--- src/rtl/mfsr_pkg.sv ---
// Package: shared types and constants for the mono framebuffer rasterizer.
`default_nettype none
package mfsr_pkg;
  localparam int MAX_ROW_BYTES = 64;
  localparam int MAX_ROWS      = 256;
  localparam int STORE_BYTES   = MAX_ROW_BYTES * MAX_ROWS;
  localparam int AW            = $clog2(STORE_BYTES);
  localparam int QDEPTH        = 2;

  typedef enum logic [2:0] {
    K_CLEAR = 3'd0, K_PIXEL = 3'd1, K_FILL = 3'd2, K_OUTLINE = 3'd3,
    K_DISC = 3'd4, K_RING = 3'd5, K_READ = 3'd6, K_NONE = 3'd7
  } kind_t;

  localparam logic [1:0] ST_DONE = 2'd0;
  localparam logic [1:0] ST_READ = 2'd1;
  localparam logic [1:0] ST_OUT  = 2'd2;

  localparam logic [0:0] CFG_ROW_BYTES = 1'b0;
  localparam logic [0:0] CFG_HEIGHT    = 1'b1;

  typedef struct packed {
    logic [2:0]         kind;
    logic signed [15:0] x;
    logic signed [15:0] y;
    logic [11:0]        w;
    logic [11:0]        h;
    logic [10:0]        radius;
    logic [10:0]        line_width;
    logic               white;
  } in_t;

  typedef struct packed {
    logic [7:0] read_data;
    logic [1:0] status;
  } out_t;

  // Classified command handed from front to back. Area bounds are clipped
  // and inclusive; empty marks a command that draws nothing.
  typedef struct packed {
    kind_t              kind;
    logic               empty;
    logic signed [17:0] x0;
    logic signed [17:0] x1;
    logic signed [17:0] y0;
    logic signed [17:0] y1;
    logic signed [17:0] cx;
    logic signed [17:0] cy;
    logic signed [17:0] rx;
    logic signed [17:0] ry;
    logic [11:0]        w;
    logic [11:0]        h;
    logic [10:0]        lw;
    logic [21:0]        r2;
    logic [21:0]        rin2;
    logic [1:0]         rd_status;
    logic               white;
  } cmd_t;
endpackage
`default_nettype wire

--- src/rtl/mfsr_queue.sv ---
// Small command FIFO between front and back.
`default_nettype none
module mfsr_queue (
  input  wire logic           clk,
  input  wire logic           rst_n,
  input  wire logic           wr_valid,
  output logic                wr_ready,
  input  wire mfsr_pkg::cmd_t wr_data,
  output logic                rd_valid,
  input  wire logic           rd_ready,
  output mfsr_pkg::cmd_t      rd_data
);
  import mfsr_pkg::*;
  localparam int PW = $clog2(QDEPTH);
  cmd_t        q_r [QDEPTH];
  logic [PW:0] cnt_r;
  logic [PW-1:0] wp_r, rp_r;
  logic wr, rd;

  assign wr_ready = cnt_r != (PW+1)'(QDEPTH);
  assign rd_valid = cnt_r != '0;
  assign rd_data  = q_r[rp_r];
  assign wr = wr_valid && wr_ready;
  assign rd = rd_valid && rd_ready;

  always_ff @(posedge clk) begin
    if (!rst_n) begin
      cnt_r <= '0;
      wp_r  <= '0;
      rp_r  <= '0;
    end else begin
      if (wr) wp_r <= wp_r + 1'b1;
      if (rd) rp_r <= rp_r + 1'b1;
      cnt_r <= cnt_r + (PW+1)'(wr) - (PW+1)'(rd);
    end
    if (wr) q_r[wp_r] <= wr_data;
  end
endmodule
`default_nettype wire

--- config.mk ---
export PLATFORM = sky130hd
export DESIGN_NAME = mfsr_queue
export DESIGN_NICKNAME = d
export VERILOG_FILES = /design/src/rtl/mfsr_pkg.sv /design/src/rtl/mfsr_queue.sv
export SDC_FILE = /design/constraint.sdc
export NUM_CORES = 1
export LEC_CHECK = 0
export BUFFER_PORTS_ARGS = -buffer_cell sky130_fd_sc_hd__buf_2
export CAP_MARGIN = 10
export CORE_MARGIN = 1.5
export CORE_UTILIZATION = 30
export CTS_CLUSTER_SIZE = 25
export DETAILED_ROUTE_END_ITERATION = 10
export PLACE_DENSITY = 0.6
export SYNTH_ARGS = -nofsm -noshare
export SYNTH_HDL_FRONTEND = slang
export SYNTH_SLANG_ARGS = --single-unit
--- constraint.sdc ---
create_clock -name clk -period 9.55 [get_ports clk]
set_clock_uncertainty 0.15 [all_clocks]
set_input_delay 1.4325 -clock clk [delete_from_list [all_inputs] [get_ports clk]]
set_output_delay 1.4325 -clock clk [all_outputs]
set_load 0.01 [all_outputs]
### Word-level counts from Yosys, hierarchy flattened

Memory sizes are Yosys's and may differ from the RTL's. A register that Yosys moved wholly into a read port is not among the register bits.
Cells that the tools add are included.

| storage, ports and cells | value |
|---|---|
| bits in writable memories | 460 |
| memory bits (read-only) | 0 |
| output and inout port bits | 232 |
| word-level logic and storage cells | 16 |
| register bits | 4 |
| bits in latches | 0 |
| memories kept | 1 |

Memories:

| memory | words | bits a word | rd ports | clocked after memory_dff | write ports | line | source |
|---|---|---|---|---|---|---|---|
| q_r | 2 | 230 | 1 | 1 | 1 | mfsr_queue.sv:15 | `cmd_t q_r [QDEPTH];` |

| cells by class | value |
|---|---|
| multiply operators | 0 |
| $lt $le $gt $ge | 0 |
| add/subtract/negate cells | 4 |
| muxes and demuxes | 4 |
| bitwise gates (word level) | 0 |
| shift-type cells | 0 |
| divide/modulo/power cells | 0 |
| equality and inequality tests | 1 |
| reductions and logical operators | 3 |

Operator list:

| kind | number |
|---|---|
| $mux W1 | 4 |
| $add A1 B1 Y1 const B | 2 |
| $add A2 B1 Y2 | 1 |
| $logic_and A1 B1 Y1 | 2 |
| $ne A2 B2 Y1 const B | 1 |
| $reduce_bool A2 Y1 | 1 |
| $sub A2 B1 Y2 | 1 |

### Depth between registers and ports, before layout

Gate-level depths: netlist (run 1).

| depth | value |
|---|---|
| depth after elaboration | 4 |
| mapped depth | 6 |
| depth with buffers taken out | 6 |

### Worst setup path after synthesis (run 1)

Ideal clock, no wire load.

| timing | value |
|---|---|
| path kind | input-to-reg |
| start point | input port wr_valid |
| end point | memory q_r[1][0] in the netlist's numbering (enable) |
| data arrival time | 6.728 ns |
| setup slack | 2.052 ns |
| stages | 1 |
| data required time | 8.779 ns |
| path through | and3_1 |

| between the ends | value |
|---|---|
| cells in the longest elaborated chain, start to end | 3 |

Ends and longest elaborated chain:

| item | line | source |
|---|---|---|
| start, declared | mfsr_queue.sv:6 | `input wire logic wr_valid,` |
| $logic_and A1 B1 Y1 | mfsr_queue.sv:23 | `assign wr = wr_valid && wr_ready;` |
| $mux W1 | mfsr_queue.sv:36 | `if (wr) q_r[wp_r] <= wr_data;` |
| $mux W1 (implied by the code) | mfsr_queue.sv:36 |  |
| end, declared | mfsr_queue.sv:15 |  |

No other way between the ends.

==> results of run 1 <==
==> cells by family after synthesis <==
| logic type | after synthesis | synth area share |
|---|---|---|
| compound gates | 7 | 0.003009 |
| xor+xnor | 1 | 0.0004898 |
| fa+ha+maj | 1 | 0.0006995 |
| buf+inv | 27 | 0.02631 |
| flops | 465 | 0.7780 |
| mux | 231 | 0.1874 |
| simple gates | 13 | 0.004128 |
==> metrics by stage <==
stage / power (uW) / std cells / hold slack, ns
floorplan: 3528 / 745 / 0.3785
global placement: 3829 / 1964 / 0.4149
detailed placement: 3844 / 1964 / 0.4218
CTS: 5675 / 2049 / 0.4308
global route: 5837 / 2049 / 0.4513
finish: 5579 / 2052 / 0.4300
==> layer usage <==
| metal | vias to the layer above | part of all wire | global-route usage |
|---|---|---|---|
| li1 | 3969 | - | - |
| met4 | 4 | 0.031 | 0.04376 |
| met3 | 76 | 0.10 | 0.04450 |
| met2 | 341 | 0.49 | 0.1936 |
| met1 | 4253 | 0.38 | 0.1308 |
| met5 | - | 0.00084 | 0 |
==> power by group through the flow <==
| stage | clock network, uW | logic [uW] | registers (uW) |
|---|---|---|---|
| floorplan | 0 | 920 | 2610 |
| global placement | 0 | 1240 | 2590 |
| detailed placement | 0 | 1250 | 2600 |
| CTS | 1870 | 1250 | 2550 |
| global route | 1950 | 1320 | 2570 |
| finish | 1800 | 1220 | 2550 |
==> state kept, by name, summed over array words and instances, names as in the netlist, named ones only <==
name	flops
wp_r	1
q_r	460
cnt_r	2
rp_r	1
==> synth_stat cells <==
| library cell | count | share of area |
|---|---|---|
| a211oi_1 | 1 | 0.00042 |
| a21bo_2 | 2 | 0.0011 |
| a21boi_0 | 1 | 0.00042 |
| a32oi_1 | 1 | 0.00049 |
| and2_1 | 3 | 0.0010 |
| and3_1 | 1 | 0.00035 |
| buf_12 | 22 | 0.025 |
| buf_2 | 3 | 0.00084 |
| buf_6 | 1 | 0.00063 |
| dfxtp_1 | 5 | 0.0056 |
| edfxtp_1 | 460 | 0.77 |
| ha_1 | 1 | 0.00070 |
| inv_1 | 1 | 0.00021 |
| mux2_2 | 30 | 0.019 |
| mux2_4 | 200 | 0.17 |
| mux2i_1 | 1 | 0.00056 |
| nand2_1 | 1 | 0.00021 |
| nand2b_1 | 2 | 0.00070 |
| nand3_1 | 1 | 0.00028 |
| nand3b_1 | 1 | 0.00042 |
| nor2_1 | 2 | 0.00042 |
| nor2b_1 | 1 | 0.00035 |
| o21ai_0 | 2 | 0.00056 |
| or2_2 | 1 | 0.00035 |
| xnor2_1 | 1 | 0.00049 |
==> cell type report <==
cell class | count | share of cell area
clock inverters | 28 | 0.01182
flip-flops and latches | 465 | 0.6232
diodes | 3 | 0.0003362
clock buffers | 57 | 0.05625
multi-input cells | 253 | 0.1569
inverters | 1 | 0.0005042
well taps | 773 | 0.04331
repair buffers | 472 | 0.1077
==> how the worst max path moves through the flow <==
| stage | start | end | slack (ns) | depth (start not counted) |
|---|---|---|---|---|
| floorplan | wr_valid | q_r[1][0] | 2.05 | 1 |
| global placement | register | rd_data[223] | 5.27 | 4 |
| detailed placement | register | rd_data[223] | 5.21 | 4 |
| CTS | register | rd_data[223] | 4.57 | 4 |
| global route | register | rd_data[223] | 4.48 | 4 |
| finish | register | rd_data[223] | 4.68 | 4 |
==> worst max-delay path, cell delays in order (launching register included) <==
cell	delay, ns
dfxtp_4	0.54
buf_4	0.63
buf_4	0.89
mux2_2	0.45
buf_2	0.15
==> impl_metrics.tcl, run 1 <==
set metrics [dict create \
    status "finished clean" \
    area_delta_synth_final_pct 24.88 \
    netlist_instances 745 \
    routed_via_density 4.212 \
    h-tree-depth 2 \
    hold_class "reg2reg" \
    grt_pass1_vias 9049 \
    ys_seq_elements 465 \
    path_clk_slew_ns 0.06 \
    drc 0 \
    avgSynthCellArea_um2 24.00 \
    swShare 0.2510 \
    net-switching-power_uw 1401 \
    portBuffers 465 \
    grt_pass1_wl_um 52810 \
    avgRoutedWirePerCell_um 18.06 \
    multi_input_area_um2 3505 \
    seq_area_frac_synth 0.7780 \
    place_area_um2 20810 \
    die_w_um 247.2 \
    worstPathMaxFanout 57 \
    grt_antenna_before_repair 4 \
    dp_worst_setup_slack_ns 5.207 \
    design_area_um2 22330 \
    routed_wl_um 37060 \
    r2r-start "cnt_r[0]" \
    grt_max_degree 123 \
    yosys_warnings 0 \
    cts_tree "yes" \
    cts_resized 0 \
    drtIter0Drc 320 \
    tightestPinTransition_ns 1.042 \
    intPower_uw 4178 \
    drv_cap 0 \
    slew_headroom 0.3052 \
    path_class "reg2out" \
    slew_viol_final 0 \
    core_um2 59020 \
    fin_tns_setup_ns 0 \
    endpoint_kind "primary output" \
    cts.sinks 465 \
    dr.pass1.iters 4 \
    drive_gt1_frac 0.6066 \
    p_per_area_nw_per_um2 249.8 \
    pin_count 466 \
    arrival_ns 3.29 \
    hold_depth 2 \
    fin_util 0.3784 \
    worstRegToRegCells 4 \
    dieArea_um2 61090 \
    pwr-share-clk 0.323 \
    gp_congestion 0.8015 \
    yosysUniqueCellTypes 25 \
    combinationalPowerShare 0.219 \
    synth_area_um2 17880 \
    die_h_um 247.2 \
    initial_core_util 0.3030 \
    num_rows 89 \
    mostFrequentLayoutCell "buf_2" \
    fin_crit_ns 4.873 \
    clock-root-buffer "clkbuf_16" \
    cts_buffers 48 \
    register_area_um2 13920 \
    ir_worst_vdd_uv 160.1 \
    finalHoldViolations 0 \
    final_cell_mix "buf_2 (465), edfxtp_1 (460), mux2_4 (200), clkbuf_16 (49), mux2_2 (30)" \
    p_leak_uw 0.008561 \
    report.final.setup_viol 0 \
    syn-num-nets 980 \
    postCtsSetupBuffers 0 \
    rr_endpoint "q_r[0][110]" \
    seqPwrFrac 0.457 \
    rrSetupSlack_ns 6.53 \
    vias 8643 \
    cts_hold_buf 0 \
    period_share 0.5103 \
    worst_slack_ns 4.677 \
    max_freq_ghz 0.2052 \
    worstPathRequired_ns 7.97 \
    grt_overflow 0 \
    grt_usage 0.1148 \
    ctsLongestPathBuffers 3 \
    hold_start "rp_r" \
    clk_latency_ns 0.57 \
    nFillCells 5489 \
    ant_nets 0 \
    layout.nets 1476 \
    rsz0062_at_grt "no" \
    dp_hpwl_um 25150 \
    cp-start-kind "register" \
]
(Power assumes the default switching activity.)
==> run 2: changes to the inputs <==
Settings changed: PLACE_DENSITY 0.6 to 0.62.
Clock period 9.55 ns to 4.2 ns, I/O delays scaled along.
==> run 2 against run 1 <==
Effect of this change: sequential cell count unchanged; utilization up 0.40 points; sequential share of layout area down 0.65 points; critical endpoint is now rd_data[2]; critical path type unchanged; highest routed layer unchanged; largest cell class unchanged.
==> impl_metrics.tcl, run 2 (same netlist as run 1, synthesis figures left out) <==
set metrics [dict create \
    ir_worst_vdd_uv 358.9 \
    vias 8723 \
    whs_ns 0.09443 \
    ant_nets 0 \
    nFillCells 5514 \
    cts.sinks 465 \
    cp-start-kind "register" \
    arrival_ns 2.45 \
    rsz0062_at_grt "no" \
    routed_wl_um 37480 \
    drc 0 \
    drtIter0Drc 359 \
    dieArea_um2 61090 \
    seqPwrFrac 0.458 \
    final_cell_mix "buf_2 (465), edfxtp_1 (460), mux2_4 (200), clkbuf_16 (51), mux2_2 (30)" \
    largest_reg_flops 460 \
    grt_pass1_wl_um 54380 \
    die_w_um 247.2 \
    path_clk_slew_ns 0.06 \
    routed_via_density 4.194 \
    critical_path_buf_inv_count 2 \
    finalHoldViolations 0 \
    multi_input_area_um2 3505 \
    p_leak_uw 0.008686 \
    crit_family "flip-flops" \
    hold_depth 1 \
    worstRegToRegCells 3 \
    rr_endpoint "q_r[1][130]" \
    cts_tree "yes" \
    p_per_area_nw_per_um2 562.8 \
    area_delta_synth_final_pct 26.19 \
    hold_start "wr_data[196]" \
    net-switching-power_uw 3252 \
    clk_latency_ns 0.57 \
    fin_util 0.3824 \
    h-tree-depth 2 \
    dr.pass1.iters 4 \
    path_class "reg2out" \
    gp_congestion 0.7299 \
    layout_top_registers "q_r x460, cnt_r x2" \
    drv_cap 0 \
    combinationalPowerShare 0.223 \
    core_um2 59020 \
    swShare 0.2561 \
    layout.nets 1500 \
    cts_hold_buf 0 \
    slew_headroom 0.4479 \
    hold_path_end "q_r[1][196]" \
    report.final.setup_viol 0 \
    worstPathRequired_ns 3.42 \
    slew_viol_final 0 \
    cts_buffers 49 \
    period_share 0.7697 \
    fin_crit_ns 3.233 \
    drive_gt1_frac 0.6112 \
    cts_resized 0 \
    max_freq_ghz 0.3093 \
    postCtsSetupBuffers 0 \
    intPower_uw 9449 \
    tightestPinTransition_ns 0.8281 \
    grt_antenna_before_repair 8 \
    pin_count 466 \
    design_area_um2 22570 \
    rrSetupSlack_ns 1.84 \
    worstPathMaxFanout 45 \
    grt_pass1_vias 9263 \
    num_rows 89 \
    ctsLongestPathBuffers 3 \
    clock-root-buffer "clkbuf_16" \
    slowest_delay_ns 0.88 \
    status "finished clean" \
    grt_usage 0.1175 \
    pwr-share-clk 0.319 \
    die_h_um 247.2 \
    grt_max_degree 87 \
    initial_core_util 0.3030 \
    hold_class "in2reg" \
    crit_chain "buf_4, mux2_2, buf_2" \
    portBuffers 465 \
    regMostFlops "q_r" \
    grt_overflow 0 \
    crit_path_top_delay_cell "dfxtp_4" \
    dp_hpwl_um 25580 \
    place_area_um2 21050 \
    endpoint_kind "primary output" \
    r2r-start "cnt_r[0]" \
    register_area_um2 13920 \
    mostFrequentLayoutCell "buf_2" \
    avgRoutedWirePerCell_um 18.02 \
]
run 2: cell types whose count changed in the layout (fill, tap and decap cells not counted):
cell	change
clkinv_2	-1
bufinv_16	-3
buf_12	+6
clkbuf_1	+1
inv_8	-1
clkinvlp_4	+2
clkinv_1	+4
clkinv_4	+2
clkbuf_16	+2
inv_6	-1
buf_4	+17
run 2: worst max-delay path by stage:
stage	cells past startpoint	slack [ns]	to	start
6_report	3	0.97	rd_data[2]	register
3_3_place_gp	3	1.51	rd_data[1]	register
4_1_cts	3	0.82	rd_data[2]	register
3_5_place_dp	3	1.46	rd_data[2]	register
2_1_floorplan	2	-0.53	q_r[0][0]	wr_valid
5_1_grt	3	0.78	rd_data[2]	register
run 2: stage by stage:
stage	setup TNS (ns)	power, uW	instances	setup WS, ns
2_1_floorplan	-122.86	7975	745	-0.5342
3_3_place_gp	0	8779	1987	1.508
3_5_place_dp	0	8819	1987	1.460
4_1_cts	0	12930	2077	0.8218
5_1_grt	0	13300	2079	0.7785
6_report	0	12700	2080	0.9671
run 2: layout make-up:
type,instances,area share
flip-flops and latches,465,0.6167
repair buffers,495,0.1175
multi-input cells,253,0.1553
well taps,773,0.04286
clock inverters,30,0.008871
diodes,3,0.0003327
inverters,1,0.0003327
clock buffers,60,0.05805
run 2: power groups by stage:
stage          Clock [uW]  Sequential [uW]  Combinational [uW]
4_1_cts              4200             5830                2900
3_3_place_gp            0             5910                2870
6_report             4050             5820                2830
5_1_grt              4390             5870                3050
2_1_floorplan           0             5880                2090
3_5_place_dp            0             5930                2890
run 2: worst register-to-register path: cells and delay by family (launching register included):
family | cells | cell delay [ns]
buffers and inverters | 1 | 0.50
flip-flops | 1 | 0.44
AND/OR/NAND/NOR | 2 | 0.90
run 2: layer usage:
layer	share of wire	vias up	GRT usage
li1	-	4027	-
met3	0.098	74	0.04960
met5	0.0013	-	0
met2	0.50	306	0.2016
met4	0.027	8	0.04322
met1	0.37	4308	0.1289
