==> src/rtl/mfsr_pkg.sv <==
// Package: shared types and constants for the mono framebuffer rasterizer.
`default_nettype none
package mfsr_pkg;
  localparam int MAX_ROW_BYTES = 64;
  localparam int MAX_ROWS      = 256;
  localparam int STORE_BYTES   = MAX_ROW_BYTES * MAX_ROWS;
  localparam int AW            = $clog2(STORE_BYTES);
  localparam int QDEPTH        = 2;

  typedef enum logic [2:0] {
    K_CLEAR = 3'd0, K_PIXEL = 3'd1, K_FILL = 3'd2, K_OUTLINE = 3'd3,
    K_DISC = 3'd4, K_RING = 3'd5, K_READ = 3'd6, K_NONE = 3'd7
  } kind_t;

  localparam logic [1:0] ST_DONE = 2'd0;
  localparam logic [1:0] ST_READ = 2'd1;
  localparam logic [1:0] ST_OUT  = 2'd2;

  localparam logic [0:0] CFG_ROW_BYTES = 1'b0;
  localparam logic [0:0] CFG_HEIGHT    = 1'b1;

  typedef struct packed {
    logic [2:0]         kind;
    logic signed [15:0] x;
    logic signed [15:0] y;
    logic [11:0]        w;
    logic [11:0]        h;
    logic [10:0]        radius;
    logic [10:0]        line_width;
    logic               white;
  } in_t;

  typedef struct packed {
    logic [7:0] read_data;
    logic [1:0] status;
  } out_t;

  // Classified command handed from front to back. Area bounds are clipped
  // and inclusive; empty marks a command that draws nothing.
  typedef struct packed {
    kind_t              kind;
    logic               empty;
    logic signed [17:0] x0;
    logic signed [17:0] x1;
    logic signed [17:0] y0;
    logic signed [17:0] y1;
    logic signed [17:0] cx;
    logic signed [17:0] cy;
    logic signed [17:0] rx;
    logic signed [17:0] ry;
    logic [11:0]        w;
    logic [11:0]        h;
    logic [10:0]        lw;
    logic [21:0]        r2;
    logic [21:0]        rin2;
    logic [1:0]         rd_status;
    logic               white;
  } cmd_t;
endpackage
`default_nettype wire

==> src/rtl/mfsr_front.sv <==
// Front end: registers a command, clips it and squares radii.
`default_nettype none
module mfsr_front (
  input  wire logic          clk,
  input  wire logic          rst_n,
  input  wire logic          in_valid,
  output logic               in_ready,
  input  wire mfsr_pkg::in_t in_data,
  input  wire logic [6:0]    sb,
  input  wire logic [8:0]    rows,
  output logic               c_valid,
  input  wire logic          c_ready,
  output mfsr_pkg::cmd_t     c_data
);
  import mfsr_pkg::*;

  logic               s1_r, s2_r;
  in_t                in_r;
  logic [21:0]        r2_r, rin2_r;
  logic signed [17:0] pw;
  logic signed [17:0] ph;
  logic [10:0]        rin;
  cmd_t               c;

  assign pw = 18'(sb) <<< 3;
  assign ph = 18'(rows);
  assign rin = (in_r.radius > in_r.line_width) ? in_r.radius - in_r.line_width : 11'd0;

  assign in_ready = !s1_r && !s2_r;
  assign c_valid  = s2_r;

  always_ff @(posedge clk) begin
    if (!rst_n) begin
      s1_r <= 1'b0;
      s2_r <= 1'b0;
    end else begin
      if (in_valid && in_ready) s1_r <= 1'b1;
      if (s1_r) begin
        s1_r <= 1'b0;
        s2_r <= 1'b1;
      end
      if (s2_r && c_ready) s2_r <= 1'b0;
    end
    if (in_valid && in_ready) in_r <= in_data;
    if (s1_r) begin
      r2_r   <= 22'(in_r.radius) * 22'(in_r.radius);
      rin2_r <= 22'(rin) * 22'(rin);
    end
  end

  // Classification; bounds inclusive, already clipped.
  always_comb begin
    logic signed [17:0] xs, ys, xe, ye;
    xs = 18'(in_r.x);
    ys = 18'(in_r.y);
    c = '0;
    c.kind  = kind_t'(in_r.kind);
    c.white = in_r.white;
    c.cx = xs;
    c.cy = ys;
    c.rx = xs;
    c.ry = ys;
    c.w  = in_r.w;
    c.h  = in_r.h;
    c.lw = in_r.line_width;
    c.r2 = r2_r;
    // Only a ring has a hole; a filled disc keeps its center.
    c.rin2 = (kind_t'(in_r.kind) == K_RING) ? rin2_r : '0;
    c.x0 = 18'sd0;
    c.y0 = 18'sd0;
    c.x1 = pw - 18'sd1;
    c.y1 = ph - 18'sd1;
    xe = pw - 18'sd1;
    ye = ph - 18'sd1;
    unique case (kind_t'(in_r.kind))
      K_PIXEL: begin
        c.x0 = xs; c.x1 = xs; c.y0 = ys; c.y1 = ys;
      end
      K_FILL: begin
        xe = xs + 18'(in_r.w) - 18'sd1;
        ye = ys + 18'(in_r.h) - 18'sd1;
        c.x0 = xs; c.x1 = xe; c.y0 = ys; c.y1 = ye;
        c.empty = (in_r.w == 12'd0) || (in_r.h == 12'd0);
      end
      K_OUTLINE: begin
        c.empty = (in_r.w == 12'd0) || (in_r.h == 12'd0) || (in_r.line_width == 11'd0);
      end
      K_DISC, K_RING: begin
        c.x0 = xs - 18'(in_r.radius); c.x1 = xs + 18'(in_r.radius);
        c.y0 = ys - 18'(in_r.radius); c.y1 = ys + 18'(in_r.radius);
        c.empty = (in_r.radius == 11'd0) ||
                  ((kind_t'(in_r.kind) == K_RING) && (in_r.line_width == 11'd0));
      end
      K_READ: begin
        c.rd_status = (xs >= 0 && ys >= 0 && xs < pw && ys < ph) ? ST_READ : ST_OUT;
      end
      default: ;
    endcase
    // Common clip to the active window.
    if (c.x0 < 0) c.x0 = 18'sd0;
    if (c.y0 < 0) c.y0 = 18'sd0;
    if (c.x1 > pw - 18'sd1) c.x1 = pw - 18'sd1;
    if (c.y1 > ph - 18'sd1) c.y1 = ph - 18'sd1;
    if (c.x0 > c.x1 || c.y0 > c.y1) c.empty = 1'b1;
  end

  assign c_data = c;
endmodule
`default_nettype wire

==> config.mk <==
export PLATFORM = sky130hd
export DESIGN_NAME = mfsr_front
export DESIGN_NICKNAME = d
export VERILOG_FILES = /design/src/rtl/mfsr_pkg.sv /design/src/rtl/mfsr_front.sv
export SDC_FILE = /design/constraint.sdc
export NUM_CORES = 1
export LEC_CHECK = 0
export ABC_AREA = 1
export BUFFER_PORTS_ARGS = -buffer_cell sky130_fd_sc_hd__buf_2
export CAP_MARGIN = 20
export CORE_UTILIZATION = 54
export CTS_CLUSTER_SIZE = 30
export DETAILED_ROUTE_END_ITERATION = 10
export PLACE_DENSITY = 0.8
export SYNTH_ARGS = -nofsm -noshare
export SYNTH_HDL_FRONTEND = slang
export SYNTH_SLANG_ARGS = --single-unit
export TNS_END_PERCENT = 5
==> constraint.sdc <==
create_clock -name clk -period 6.7 [get_ports clk]
set_clock_uncertainty 0.2 [all_clocks]
set_input_delay 1.005 -clock clk [delete_from_list [all_inputs] [get_ports clk]]
set_output_delay 1.005 -clock clk [all_outputs]
set_load 0.1 [all_outputs]
======== Word level (Yosys, flattened, before mapping) ========
Index checks and enable logic that the tools add are counted.
operators by class
  add/sub/neg operators ................... 11
  multiply operators ...................... 2
  $lt $le $gt $ge ......................... 11
  equality and inequality tests ........... 6
  muxes and demuxes ....................... 12
  bitwise operators ....................... 1
  reduce and logical (&&, ||, !) cells .... 20
operators by type and width
  cell                     number
  $pmux W72 S3             1
  $gt A18 B18 Y1           4
  $mux W18                 4
  $mul A11 B11 Y22         2
  $lt A18 B1 Y1 const B    2
  $sub A17 B2 Y18 const B  2
  $add A16 B12 Y17         2
  $add A16 B13 Y17         2
  $sub A16 B12 Y17         2
  $ge A16 B1 Y1 const B    2
  $logic_not A12 Y1        2
  $logic_not A11 Y1        2
  $mux W22                 1
  $lt A16 B10 Y1           1
  $lt A16 B11 Y1           1
  $gt A11 B11 Y1           1
  $mux W11                 1
  $sub A10 B1 Y11 const B  1
  $sub A11 B11 Y11         1
  $sub A9 B1 Y10 const B   1
  $eq A3 B3 Y1 const B     3
  $logic_and A1 B1 Y1      7
  $eq A3 B2 Y1 const B     2
  $reduce_or A2 Y1         3
  7 further kinds          13
storage, ports and cells
  register bits after elaboration ......... 128
  input port bits ......................... 102
  output and inout port bits .............. 232
  logic and storage cells ................. 75

======== Depth between registers and ports, before layout ========
Gate-level depths: netlist (run 1).
  word-level depth ........................ 8
  mapped depth ............................ 48
  gate-level depth less buffers ........... 47

======== Worst setup path before layout (run 1) ========
No wires, ideal clock.
  path type ............................... in2out
  start ................................... input rows[0]
  end ..................................... output c_data[226] (netlist name)
  arrival time ............................ 7.384 ns
  data required time ...................... 5.495 ns
  setup slack ............................. -1.889 ns
  cell stages on the path ................. 30
  buffers on the path ..................... 2
  cells stage by stage .................... inv_1 nand3_1 nor2_1 nand2_1 nor3_1 nand3_1 nand2_1 buf_2 inv_1 nor2_1 ha_1 nand2_1 nor2_1 nand2_1 nor2_1 nand2_1 nand3_1 nand2_1 nand3_1 inv_1 buf_2 o21ai_0 ha_1 nand3_1 nor3_1 a21oi_1 nand3_1 nand2_1 inv_1 nand2_1
RTL lines
  element      line              RTL
  from (decl)  mfsr_front.sv:10  input wire logic [8:0] rows,
  to (decl)    mfsr_front.sv:13  output mfsr_pkg::cmd_t c_data

==> impl_results.md, run 1 <==
- Via count: 21.8k
- Setup-failing EPs final: 1
- Die width: 200 um
- Tcrit/Tclk final: 1.05
- Post-DP HPWL: 58.6 mm
- Drt first pass iters: 8
- Diodes inserted: 0
- Drt drc: 0
- H-tree level count: 4
- Root Driver: clkbuf_16
- CTS sink cnt: 126
- Failing checks: setup timing
- Fin nets: 3,955
- Element type at the critical path end: output port
- Initial Util: 0.549
- DR WL/cell: 18.7 um
- Fin. Hold Viols: 0
- Layout Cells excl Fill: 3,946
- VDD IR-drop max: 0.576 mV
- Cell Area, Synth: between 0.02 and 0.025 mm2
- Hold-fix buffers, CTS: 0
- Num rows: 72
- Pleak: 14.8 nW
- Seq cells post-synth: 126
- Ys Warns: 0
- Area of the core: 0.0386 mm2
- Clock Latency Late Sink: 0.50 ns
- Pre-CTS setup slack: -0.303 ns
- Crit Path Class: flip-flop to output port
- PortBufs: 327
- Initial antenna violation count: 1
- Slowest CP cell: edfxtp_1
- Overall Global Routing Usage: 0.362
- Crit-path most repeated cell: buf_4
- Clock buffer depth: 2
- F_max: 143 MHz
- Hold WC Path Type: flip-flop to flip-flop
- Area Growth Syn to Fin: 26.7%
- PwrDens: 341 mW/mm2
- Die area: 0.0401 mm2
- RSZ-0062 raised after global routing: true
- I/O pins: approximately 330
- First-pass GRT wire length: 113 mm
- GRT Residual Overflow: 0
- Max cap viols: 0
- Outcome: finished, violations left
- Rel. slew slack: 0.488
- Slew Limit Fails: 0
- Most used routing layer: met2
- Largest net degree at the start of global routing: 54
- Worst EP arrival: 5.80 ns
- Post-Place Cells: 3,827
- Final Critical Period: 7.01 ns
- Syn avg cell area: approximately 7.3 um2
- GP Congestion: 1.04
- Clk slew on worst S/H paths: 0.07 ns
- Share of flip-flops with an asynchronous set or reset: 0
- Post-Syn Instances: 2,919
- Met2 usage: 0.609
- Share of cells above drive strength 1: 0.286
- Post-route ant nets: 0
- Worst setup SP type: flip-flop
- Number of enable flip-flop cells after synthesis: 124
- Critical path fanouts, max: 5
- CTS buffer count: 17
- Met3 global-route usage: 0.0615
- Primary FF master, synth: edfxtp_1
- Vias in the first global route: approximately 21k
- Vias per inst: 5.51
- WP data required: 5.49 ns
- Yosys cell types: 56
- Die H: 200 um
- Least-Margin Pin Slew: 0.768 ns
- Initial drt markers: between 1.5k and 2k
- CTS tree: built
- DRT Wirelength: 73.7 mm
- Final worst slack: -0.306 ns
- Seq/Total Area, Yosys: 0.177
- Met1 usage: 0.448
- Critical path's largest stage delay: 0.46 ns
critical path, delay by kind of cell, from the launching register on:
family	cells	cell delay, ns
fa+ha+maj	3	0.71
flops	1	0.46
buf+inv	21	2.48
simple gates	19	1.38
compound gates	2	0.26
placed cells by master, fill, tap and decap left out, types with 6 or more instances in the layout:
| cell type | count |
|---|---|
| buf_2 | 310 |
| buf_6 | 10 |
| nand2_2 | 50 |
| nand3_1 | 139 |
| a21o_1 | 17 |
| fa_1 | 126 |
| edfxtp_1 | 124 |
| nand4_1 | 34 |
| o21ai_1 | 22 |
| o21bai_1 | 14 |
| inv_1 | 559 |
| clkbuf_16 | 17 |
| xor2_1 | 43 |
| nand2_1 | 544 |
| inv_6 | 7 |
| nand2_4 | 9 |
| xnor2_1 | 19 |
| nand3_2 | 33 |
| ha_4 | 37 |
| a21oi_1 | 180 |
| fa_2 | 7 |
| nor2_4 | 9 |
| ha_1 | 263 |
| nor2_1 | 175 |
| nor3_1 | 31 |
| conb_1 | 6 |
| or2_2 | 12 |
| o21a_1 | 7 |
| buf_12 | 20 |
| nor4_1 | 13 |
| buf_4 | 307 |
| o21ai_0 | 66 |
| inv_2 | 51 |
| a31oi_1 | 18 |
| nor2_2 | 26 |
| o21ai_2 | 8 |
| a21oi_2 | 23 |
sequential cells by signal, indices dropped and copies added (netlist names):
| name | flops |
|---|---|
| c_valid | 1 |
| s1_r | 1 |
| rin2_r | 21 |
| in_r | 11 |
| c_data | 71 |
| r2_r | 21 |
metrics by stage:
stage | hold WS [ns] | power, W | area [um2] | utilization | TNS [ns]
CTS | 0.278 | 0.00873 | 25900 | 0.671 | -0.321
global placement | 0.242 | 0.00739 | 24400 | 0.632 | -1.21
global route | 0.307 | 0.00980 | 26900 | 0.695 | -1.70
detailed placement | 0.267 | 0.00750 | 24400 | 0.632 | -1.54
floorplan | 0.374 | 0.00586 | 21300 | - | -1.16
finish | 0.278 | 0.00917 | 26900 | 0.695 | -0.306
timing repair:
| action | in CTS | in global routing |
|---|---|---|
| setup endpoints to repair | 10 | 11 |
| setup buffers | 58 | 29 |
| resized for setup | 123 | 179 |
| pin swaps | 43 | 84 |
synth_stat cells, types with 4 or more instances:
master	number	area share
inv_2	12	0.0021
a21oi_1	203	0.048
or2_2	14	0.0041
o221ai_1	4	0.0017
o21ai_0	85	0.020
o211ai_1	5	0.0018
o22ai_1	4	0.0012
nor2_1	206	0.036
nand2_1	597	0.11
o21ai_1	11	0.0026
a31oi_1	19	0.0056
nand3b_1	5	0.0018
o21bai_1	17	0.0060
o21a_1	7	0.0025
a211oi_1	5	0.0018
o21ai_2	5	0.0021
inv_1	601	0.11
xor2_1	43	0.018
ha_1	305	0.18
nand2_2	4	0.0012
and2_1	5	0.0015
nor4_1	14	0.0041
nand4_1	34	0.010
buf_2	18	0.0042
xnor2_1	19	0.0078
nor3_1	33	0.0078
nand3_1	173	0.041
edfxtp_1	124	0.18
o31ai_1	5	0.0018
buf_4	119	0.042
buf_6	5	0.0027
fa_1	133	0.13
a21boi_0	4	0.0014
clkbuf_1	29	0.0051
a21o_1	17	0.0060
final timing paths:
path                        start              endpoint  slack (ns)  depth (start not counted)
max reg2reg    in_r[22]$_DFFE_PP_  rin2_r[21]$_DFFE_PP_        0.06                         29
min reg2reg  c_valid$_SDFFE_PP0P_  c_valid$_SDFFE_PP0P_        0.28                          1
min          c_valid$_SDFFE_PP0P_  c_valid$_SDFFE_PP0P_        0.28                          1
max          c_data[88]$_DFFE_PP_           c_data[226]       -0.31                         45
cell families after synthesis:
logic type,after synthesis,synth area share
simple gates,1096,0.218
flops,126,0.177
other cells,1,0.000177
compound gates,404,0.108
buf+inv,792,0.165
xor+xnor,62,0.0256
fa+ha+maj,438,0.306
area by class of cell:
cell class / instances / area, um2
multi-input combinational: 2006 / 15200
fill: 3130 / 11800
timing repair buffer: 647 / 4370
sequential: 126 / 3760
inverter: 617 / 2330
tap: 518 / 648
clock buffer: 17 / 425
clock inverter: 15 / 136
per-layer routing:
layer / wire length (um) / up-vias
li1: - / 10200
met1: 29500 / 10300
met2: 35200 / 1030
met3: 5590 / 225
met4: 3380 / 2
met5: 12 / -
report_power, final:
part	switching, W	internal, W	total [W]
clock network	0.000426	0.000511	0.000936
logic	0.00454	0.00248	0.00702
registers	0.0000587	0.00115	0.00121
Power figures use the tool's default switching activity.
==> inputs of run 2 (changes only) <==
CORE_UTILIZATION = 55   (was 54)
PLACE_DENSITY = 0.78   (was 0.8)
clock period = 8.7 ns   (was 6.7 ns; I/O delays follow)
==> impl_results.md, run 2 (synthesis results as in run 1) <==
- PwrDens: 269 mW/mm2 (-21%)
- WHS Endpoint: c_valid$_SDFFE_PP0P_
- Rel. slew slack: 0.296 (-0.192)
- Critical path's largest stage delay: 0.62 ns (+0.16 ns)
- Max cap viols: 0 (unchanged)
- Fill cells: 3,536 (+13%)
- Worst hold stages: 1 (unchanged)
- Slew Limit Fails: 0 (unchanged)
- DRT Wirelength: 64.8 mm (-12%)
- Tcrit/Tclk final: 0.935
- First-pass GRT wire length: 102 mm (-10%)
- Pwr Total: 0.00623 W (-32%)
- Clock Latency Late Sink: 0.47 ns (-0.03 ns)
- Clock buffer depth: 2 (unchanged)
- Largest net degree at the start of global routing: 50 (-7.4%)
- Critical path fanouts, max: 26 (+21)
- Least-Margin Pin Slew: 1.06 ns (+0.288 ns)
- Via count: 20.1k (-7.8%)
- Fin. Hold Viols: 0 (unchanged)
- Vias in the first global route: 19.6k (-8.6%)
- Root Driver: clkbuf_16
- Final Critical Period: 8.13 ns
- I/O pins: 334 (unchanged)
- Drt drc: 0 (unchanged)
- CTS sink cnt: 126 (unchanged)
- Crit-path most repeated cell: nand2_1
- Pleak: 13.2 nW (-11%)
- Setup TNS: 0 ns (+0.306 ns)
- Diodes inserted: 0 (unchanged)
- Share of cells above drive strength 1: 0.143 (-0.143)
- Hold WC Path Type: flip-flop to flip-flop
- Die H: 198 um (-0.90%)
- Vias per inst: 5.49 (-0.37%)
- DR WL/cell: 17.7 um (-5.1%)
- CTS buffer count: 17 (unchanged)
- Slowest CP cell: nand2_2
- Worst setup SP type: flip-flop
- Leading cell type in the layout, fill and taps excluded: inv_1
- Overall Global Routing Usage: 0.335 (-0.0269)
- Most frequent cells in the layout: 599 x inv_1, 595 x nand2_1, 326 x buf_2, 305 x ha_1, 204 x nor2_1
- Area Growth Syn to Fin: 9.38%
- RSZ-0062 raised after global routing: false
- Setup-failing EPs final: 0 (-1)
- Worst-case reg-to-reg path depth: 25 (-14%)
- GRT Residual Overflow: 0 (unchanged)
- R2R Path Start: in_r[20]$_DFFE_PP_
- Outcome: finished, final reports clean
- Drt first pass iters: 6 (-2)
- Initial antenna violation count: 0 (-1)
- PortBufs: 327 (unchanged)
- Critical R2R Capture: rin2_r[20]$_DFFE_PP_
- GP Congestion: 1.02 (-2.2%)
- Area of the core: 0.0378 mm2 (-2.1%)
- WP data required: 7.19 ns (+1.70 ns)
- Largest register FFs: 71 (unchanged)
- Post-route ant nets: 0 (unchanged)
- Initial Util: 0.560 (+0.0116)
- Clk slew on worst S/H paths: 0.06 ns (about the same)
- Element type at the critical path end: output port
- CTS tree: built
- Post-DP HPWL: 53.2 mm (-9.2%)
- Hold_sp: c_valid$_SDFFE_PP0P_
- VDD IR-drop max: 0.420 mV (-27%)
- Crit Path Class: flip-flop to output port
- Fin nets: 3,667 (-7.3%)
- Num rows: 71 (-1.4%)
- Reg-to-reg setup timing slack: 1.03 ns (+0.97 ns)
- Initial drt markers: 1,928 (+13%)
- H-tree level count: 4 (unchanged)
- Die area: 0.0393 mm2 (-1.8%)
- Die width: 198 um (-0.90%)
- Worst EP arrival: 6.63 ns (+0.83 ns)
- F_max: 123 MHz
-- run 2: per-layer routing --
layer  vias to the layer above  GRT usage  share of wire
li1                       9627          -              -
met2                       956      0.561           0.47
met1                      9292      0.418           0.40
met5                         -          0              0
met3                       175     0.0675          0.086
met4                         0      0.145          0.041
-- run 2: what timing repair did --
action                                  in CTS  in global routing
gates resized for setup                      0                  6
endpoints found under the hold margin        0                  0
setup buffers                                0                  2
endpoints found under the setup margin       0                  1
hold buffers                                 0                  0
-- run 2: cell type report --
type	count	area, um2	share of cell area
multi-input combinational	2006	14000	0.603
timing repair buffer	358	1880	0.0812
sequential	126	3760	0.162
clock buffer	18	429	0.0185
inverter	617	2330	0.100
clock inverter	14	158	0.00680
tap	511	639	0.0276
timing repair inverter	1	5.00	0.000216
-- run 2: critical path: cells and delay by family (launching register included) --
| kind | cells | cell delay, ns |
|---|---|---|
| and+or+nand+nor | 22 | 3.34 |
| adders and majority gates | 2 | 0.56 |
| AOI/OAI and AO/OA | 4 | 0.52 |
| DFF | 1 | 0.54 |
| buffers and inverters | 8 | 1.18 |
-- run 2: worst max-delay path by stage --
stage                                      from           to  slack [ns]  depth (start not counted)
after floorplan                         rows[0]  c_data[226]       0.009                         36
after global placement                  rows[0]  c_data[226]        0.99                         36
after detailed placement                rows[0]  c_data[226]        0.74                         36
after CTS                  c_data[59]$_DFFE_PP_  c_data[226]        0.49                         45
after global routing      c_data[229]$_DFFE_PP_  c_data[226]        0.02                         34
final                     c_data[228]$_DFFE_PP_  c_data[226]        0.57                         36
-- run 2: through the flow --
stage | instance area, um2 | setup WS (ns) | utilization | cells | hold slack (ns)
floorplan | 21200 | 0.00918 | - | 2924 | 0.374
global placement | 22600 | 0.988 | 0.596 | 3616 | 0.243
detailed placement | 22600 | 0.739 | 0.596 | 3616 | 0.256
CTS | 23200 | 0.488 | 0.612 | 3648 | 0.276
global route | 23200 | 0.0233 | 0.613 | 3651 | 0.315
finish | 23200 | 0.567 | 0.613 | 3651 | 0.278
-- run 2: where the power goes --
part           total, W  internal [W]  switching [W]
registers      0.000962      0.000888      0.0000747
clock network  0.000747      0.000426       0.000320
logic           0.00453       0.00135        0.00318
total           0.00623       0.00266        0.00357
